===== src/rtl/core/rgbcc_pkg.sv =====
package rgbcc_pkg;

	localparam int FRAC_BITS   = 12;
	localparam int ONE         = 1 << FRAC_BITS;
	localparam int IN_W        = 16;
	localparam int PIX_W       = FRAC_BITS + 1;
	localparam int TABLE_DEPTH = 4096;
	localparam int TABLE_AW    = $clog2(TABLE_DEPTH);
	localparam int GAMMA_SHIFT = IN_W - TABLE_AW;
	localparam int DIV_STEPS   = FRAC_BITS + 1;
	localparam int CFG_W       = 16;

	// rec.709 luma weights, sum to ONE
	localparam int W_RED   = 871;
	localparam int W_GREEN = 2929;
	localparam int W_BLUE  = 296;

	typedef enum logic [2:0] {
		REG_GAMMA_ENABLE    = 3'd0,
		REG_TINT_RED        = 3'd1,
		REG_TINT_GREEN      = 3'd2,
		REG_TINT_BLUE       = 3'd3,
		REG_SATURATION_GAIN = 3'd4,
		REG_BRIGHTNESS_GAIN = 3'd5,
		REG_COLOR_ONLY_MODE = 3'd6,
		REG_BLACK_THRESHOLD = 3'd7
	} reg_idx_t;

	localparam logic ACT_SAMPLE      = 1'b0;
	localparam logic ACT_TABLE_WRITE = 1'b1;

	typedef logic [2:0][PIX_W-1:0] rgb_t;

endpackage


===== src/rtl/core/rgbcc_div.sv =====
module rgbcc_div import rgbcc_pkg::*; (
	input  logic             clk,
	input  logic             en,
	input  rgb_t             num,
	input  logic [PIX_W-1:0] den,
	output rgb_t             quo
);

	// restoring division of num*ONE by den, one quotient bit per stage, num <= den
	rgb_t             rem_q [DIV_STEPS];
	rgb_t             quo_q [DIV_STEPS];
	logic [PIX_W-1:0] den_q [DIV_STEPS];

	for (genvar j = 0; j < DIV_STEPS; j++) begin : g_step
		rgb_t             rem_prev, quo_prev, rem_nx, quo_nx;
		logic [PIX_W-1:0] den_prev;
		logic [PIX_W:0]   trial [3];

		if (j == 0) begin : g_first
			assign rem_prev = num;
			assign quo_prev = '0;
			assign den_prev = den;
		end else begin : g_next
			assign rem_prev = rem_q[j-1];
			assign quo_prev = quo_q[j-1];
			assign den_prev = den_q[j-1];
		end

		always_comb begin
			for (int i = 0; i < 3; i++) begin
				trial[i] = (j == 0) ? {1'b0, rem_prev[i]} : {rem_prev[i], 1'b0};
				if (trial[i] >= {1'b0, den_prev}) begin
					rem_nx[i] = PIX_W'(trial[i] - {1'b0, den_prev});
					quo_nx[i] = {quo_prev[i][PIX_W-2:0], 1'b1};
				end else begin
					rem_nx[i] = trial[i][PIX_W-1:0];
					quo_nx[i] = {quo_prev[i][PIX_W-2:0], 1'b0};
				end
			end
		end

		always_ff @(posedge clk) begin
			if (en) begin
				rem_q[j] <= rem_nx;
				quo_q[j] <= quo_nx;
				den_q[j] <= den_prev;
			end
		end
	end

	assign quo = quo_q[DIV_STEPS-1];

endmodule


===== config.mk =====
export PLATFORM = sky130hd
export DESIGN_NAME = rgbcc_div
export DESIGN_NICKNAME = d
export VERILOG_FILES = /design/src/rtl/core/rgbcc_pkg.sv /design/src/rtl/core/rgbcc_div.sv
export SDC_FILE = /design/constraint.sdc
export NUM_CORES = 2
export LEC_CHECK = 0
export ABC_AREA = 1
export BUFFER_PORTS_ARGS = -buffer_cell sky130_fd_sc_hd__buf_2
export CAP_MARGIN = 25
export CORE_MARGIN = 2
export CORE_UTILIZATION = 45
export CTS_BUF_LIST = sky130_fd_sc_hd__clkbuf_2 sky130_fd_sc_hd__clkbuf_4 sky130_fd_sc_hd__clkbuf_8
export DETAILED_ROUTE_END_ITERATION = 8
export RECOVER_POWER = 100
export SKIP_CTS_REPAIR_TIMING = 1
export SYNTH_ARGS = -nofsm -noshare
export SYNTH_HDL_FRONTEND = slang
export SYNTH_SLANG_ARGS = --single-unit
export TNS_END_PERCENT = 100

===== constraint.sdc =====
create_clock -name clk -period 2.6 [get_ports clk]
set_clock_uncertainty 0.2 [all_clocks]
set_input_delay 0.13 -clock clk [delete_from_list [all_inputs] [get_ports clk]]
set_output_delay 0.13 -clock clk [all_outputs]
set_load 0.1 [all_outputs]

==> Flow_metrics.wiki <==
{| class="wikitable"
! Metric !! Value
|-
| Crit path largest cell delay || around 0.57 ns
|-
| Clock-pin transition on the worst setup and hold timing paths || approximately 0.05 ns
|-
| Kind of launch point of the worst setup path || input port
|-
| Vias in the first global route || between 50000 and 60000
|-
| CTS sink cnt || approximately 900
|-
| Number of setup violations in the final report || 0
|-
| Total leakage power || ~39 nW
|-
| Initial antenna violation count || 2
|-
| First drt pass iteration count || 8
|-
| Mapped Cells || 8237
|-
| Layout area overhead || 13.8%
|-
| Maximum number of pins on one net before global-route repair || between 70 and 80
|-
| Count of cells along the worst hold path || 4
|-
| Wire length of the first global-routing pass || just under 300000 µm
|-
| H-tree Lvls || 4
|-
| Number of storage elements in the synthesis netlist || 897
|-
| Routed wirelength normalized by instance count || about 17 µm
|-
| Total Die Area || between 100000 and 150000 µm²
|-
| Synth warn || 0
|-
| Critical Path AT || between 2 and 3 ns
|-
| Transition time of the tightest slew-check pin || around 1.5 ns
|-
| Row count || between 100 and 150
|-
| Final-report hold violation count || 0
|-
| Vias post-DR || around 55000
|-
| Half-perimeter wire length of the detailed placement result || ~150000 µm
|-
| CTS tree || built
|-
| Number of nets with antenna violations after routing || 0
|-
| Final TNS setup || 0 ns
|-
| Count of maximum capacitance violations || 0
|-
| Crit path cell chain || dlygate4sd3_1, buf_2, dlygate4sd3_1, clkbuf_1, fa_1, xnor2_1, nand2_1, o21ai_2, dlygate4sd3_1
|-
| Fraction of synthesized cell area taken by the top area cell type || between 40% and 50%
|-
| Effective utilization at floorplan || a little under half
|-
| Power density relative to cell area || 1090 nW/µm²
|-
| Horizontal extent of the die || ~390 µm
|-
| Leading cell type in the layout, fill and taps excluded || nand2_1
|-
| Critical path depth || 9
|-
| Count of port buffers added during placement || 92
|-
| Detailed router's first-iteration violation count || roughly 3400
|-
| Largest cells by area after synthesis || edfxtp_1 (41%), nand2_1 (16%), ha_1 (9.6%)
|-
| Final critical-path share of the clock period || 98.6%
|-
| Ratio of cells with drive above 1 in the final layout || 12.9%
|-
| Number of nets in the finished design || 9488
|-
| Net count after synthesis || ~8800
|-
| Post-Layout Inst Area || about 75000 µm²
|-
| Post-placement cell area || 71300 µm²
|-
| Source-to-sink clock delay at the later pin of the worst-skew pair || ~0.91 ns
|-
| Maximum clock path buffer count || 3
|-
| Most frequent cells in the layout || nand2_1 (2789), inv_1 (1624), edfxtp_1 (897)
|-
| Core box area || 146000 µm²
|-
| Post-route core utilization || 51.5%
|-
| Clock buffer count from CTS || about 160
|-
| Slowest-stage cell, CP || dlygate4sd3_1
|-
| Sequential fraction of the synthesis area || approximately two fifths
|-
| Final WS setup || 0.0363 ns
|-
| Total congestion overflow after global routing || 0
|-
| Mean instance size in the synthesized netlist || 8.00 µm²
|-
| WS Path Type || input port to flop
|-
| Required time of the worst setup path || 3.00 ns
|-
| Detailed-route DRC error count || 0
|-
| Top achievable clock speed || roughly 390 MHz
|-
| Most frequent cell on the critical path || dlygate4sd3_1
|-
| Final critical path time including I/O delays and setup || 2.56 ns
|-
| Maximum ir drop on the vdd rail || 0.000564 V
|-
| Final count of pins violating max slew || 0
|-
| Max_slew headroom || 0.162%
|-
| Vertical extent of the die || a little under 400 µm
|-
| Final GP Congestion || slightly above 0.9
|-
| Worst slack at placement || -0.0327 ns
|-
| Status || completed
|-
| Reg2reg path depth || 11
|-
| Maximum net fanout on the critical path || 4
|-
| Ports placed on the boundary || between 90 and 100
|-
| Cell at the root of the clock tree || clkbuf_8
|-
| All-Layer GR Usage || around 25%
|-
| Cell type group with the largest total delay on the critical path || buffers and inverters
|-
| Detailed Route WL || around 190000 µm
|-
| Hold_ws || approximately 0.0000083 ns
|-
| Kind of path behind the tightest hold check || input port to flop
|-
| Vias per Instance || ~5
|-
| RSZ-0062 raised after global routing || yes
|-
| Post-synthesis cell type with the largest combined area || edfxtp_1
|-
| Buffers and inverters on the worst path || 5
|-
| Library cells used by synthesis || 39
|-
| Type of element capturing the critical path || flop
|-
| Mapped cell area || 65900 µm²
|}
final cells by class:
cell class	count	area [µm²]
Fill cell	13900	70600
Multi-Input combinational cell	5557	31600
Sequential cell	897	26900
Inverter	1698	6370
Timing Repair Buffer	579	4300
Clock buffer	195	2470
Tap cell	1917	2400
Clock inverter	91	946
Antenna cell	5	12.5
logic make-up after synthesis:
logic type,Yosys count,synth area share (%)
fa+ha+maj,540,10.7
flops,897,40.9
buf+inv,1784,11.0
simple gates,4406,30.7
compound gates,378,3.63
xor+xnor,232,3.08
metrics by stage:
step | power, W | instances
2_1_floorplan | 0.0541 | 8237
3_3_place_gp | 0.0672 | 10600
3_5_place_dp | 0.0676 | 10600
4_1_cts | 0.0823 | 10800
5_1_grt | 0.0885 | 10900
6_report | 0.0817 | 10900
registers in the layout (all words and copies together) (netlist names):
register	flops
den_q	156
quo_q	273
rem_q	468
final timing paths:
kind / startpoint / endpoint / slack, ns
setup / recovery: den[1] / rem_q[0][2]$_DFFE_PP_ / 0.04
hold / removal: num[22] / rem_q[0][22]$_DFFE_PP_ / 0.000008
setup reg to reg: den_q[1][5]$_DFFE_PP_ / rem_q[1][52]$_SDFFCE_PN0P_ / 0.08
hold reg to reg: quo_q[0][288]$_DFFE_PP_ / quo_q[1][16]$_DFFE_PP_ / 0.20
Yosys cell counts:
cell type / number
inv_2: 47
nand3_4: 16
o31ai_1: 3
nand2_4: 16
nand4_1: 355
nand2_2: 100
buf_8: 14
o211ai_1: 3
nor2_2: 91
nand3b_1: 1
o21ai_2: 34
inv_1: 1643
nand3_2: 114
nand4_4: 16
edfxtp_1: 897
o21ai_1: 82
buf_2: 20
xor2_1: 196
fa_1: 36
o21ai_0: 65
ha_1: 504
nand3b_2: 4
a21oi_1: 156
buf_12: 5
buf_6: 33
nand4_2: 13
buf_4: 14
clkinv_1: 8
or2_0: 2
nor3_1: 10
nand2_1: 2784
a21oi_4: 30
a21oi_2: 5
nand3_1: 548
or2_2: 4
and2_4: 3
nor2_4: 16
nor2_1: 313
xnor2_1: 36
power by group:
group | switching, W | total [W] | leakage, nW | internal, W
clock | 0.00629 | 0.0143 | 1.77 | 0.00797
sequential | 0.00375 | 0.0258 | 8.79 | 0.0221
combinational | 0.0263 | 0.0416 | 28.1 | 0.0153
worst register-to-register path, delay by kind of cell (launching register included):
family,cells,cell delay (ns)
fa+ha+maj,1,0.33
buf+inv,4,0.54
flops,1,0.43
simple gates,6,0.75
routing by layer:
layer | track usage (%) | vias to the layer above | wire length [µm]
met3 | 2.88 | 360 | 7750
met2 | 44.0 | 1267 | 93100
met5 | 0 | - | 0
met1 | 31.0 | 25200 | 81000
met4 | 9.31 | 0 | 7110
li1 | - | 27800 | -
(Power assumes the default switching activity.)
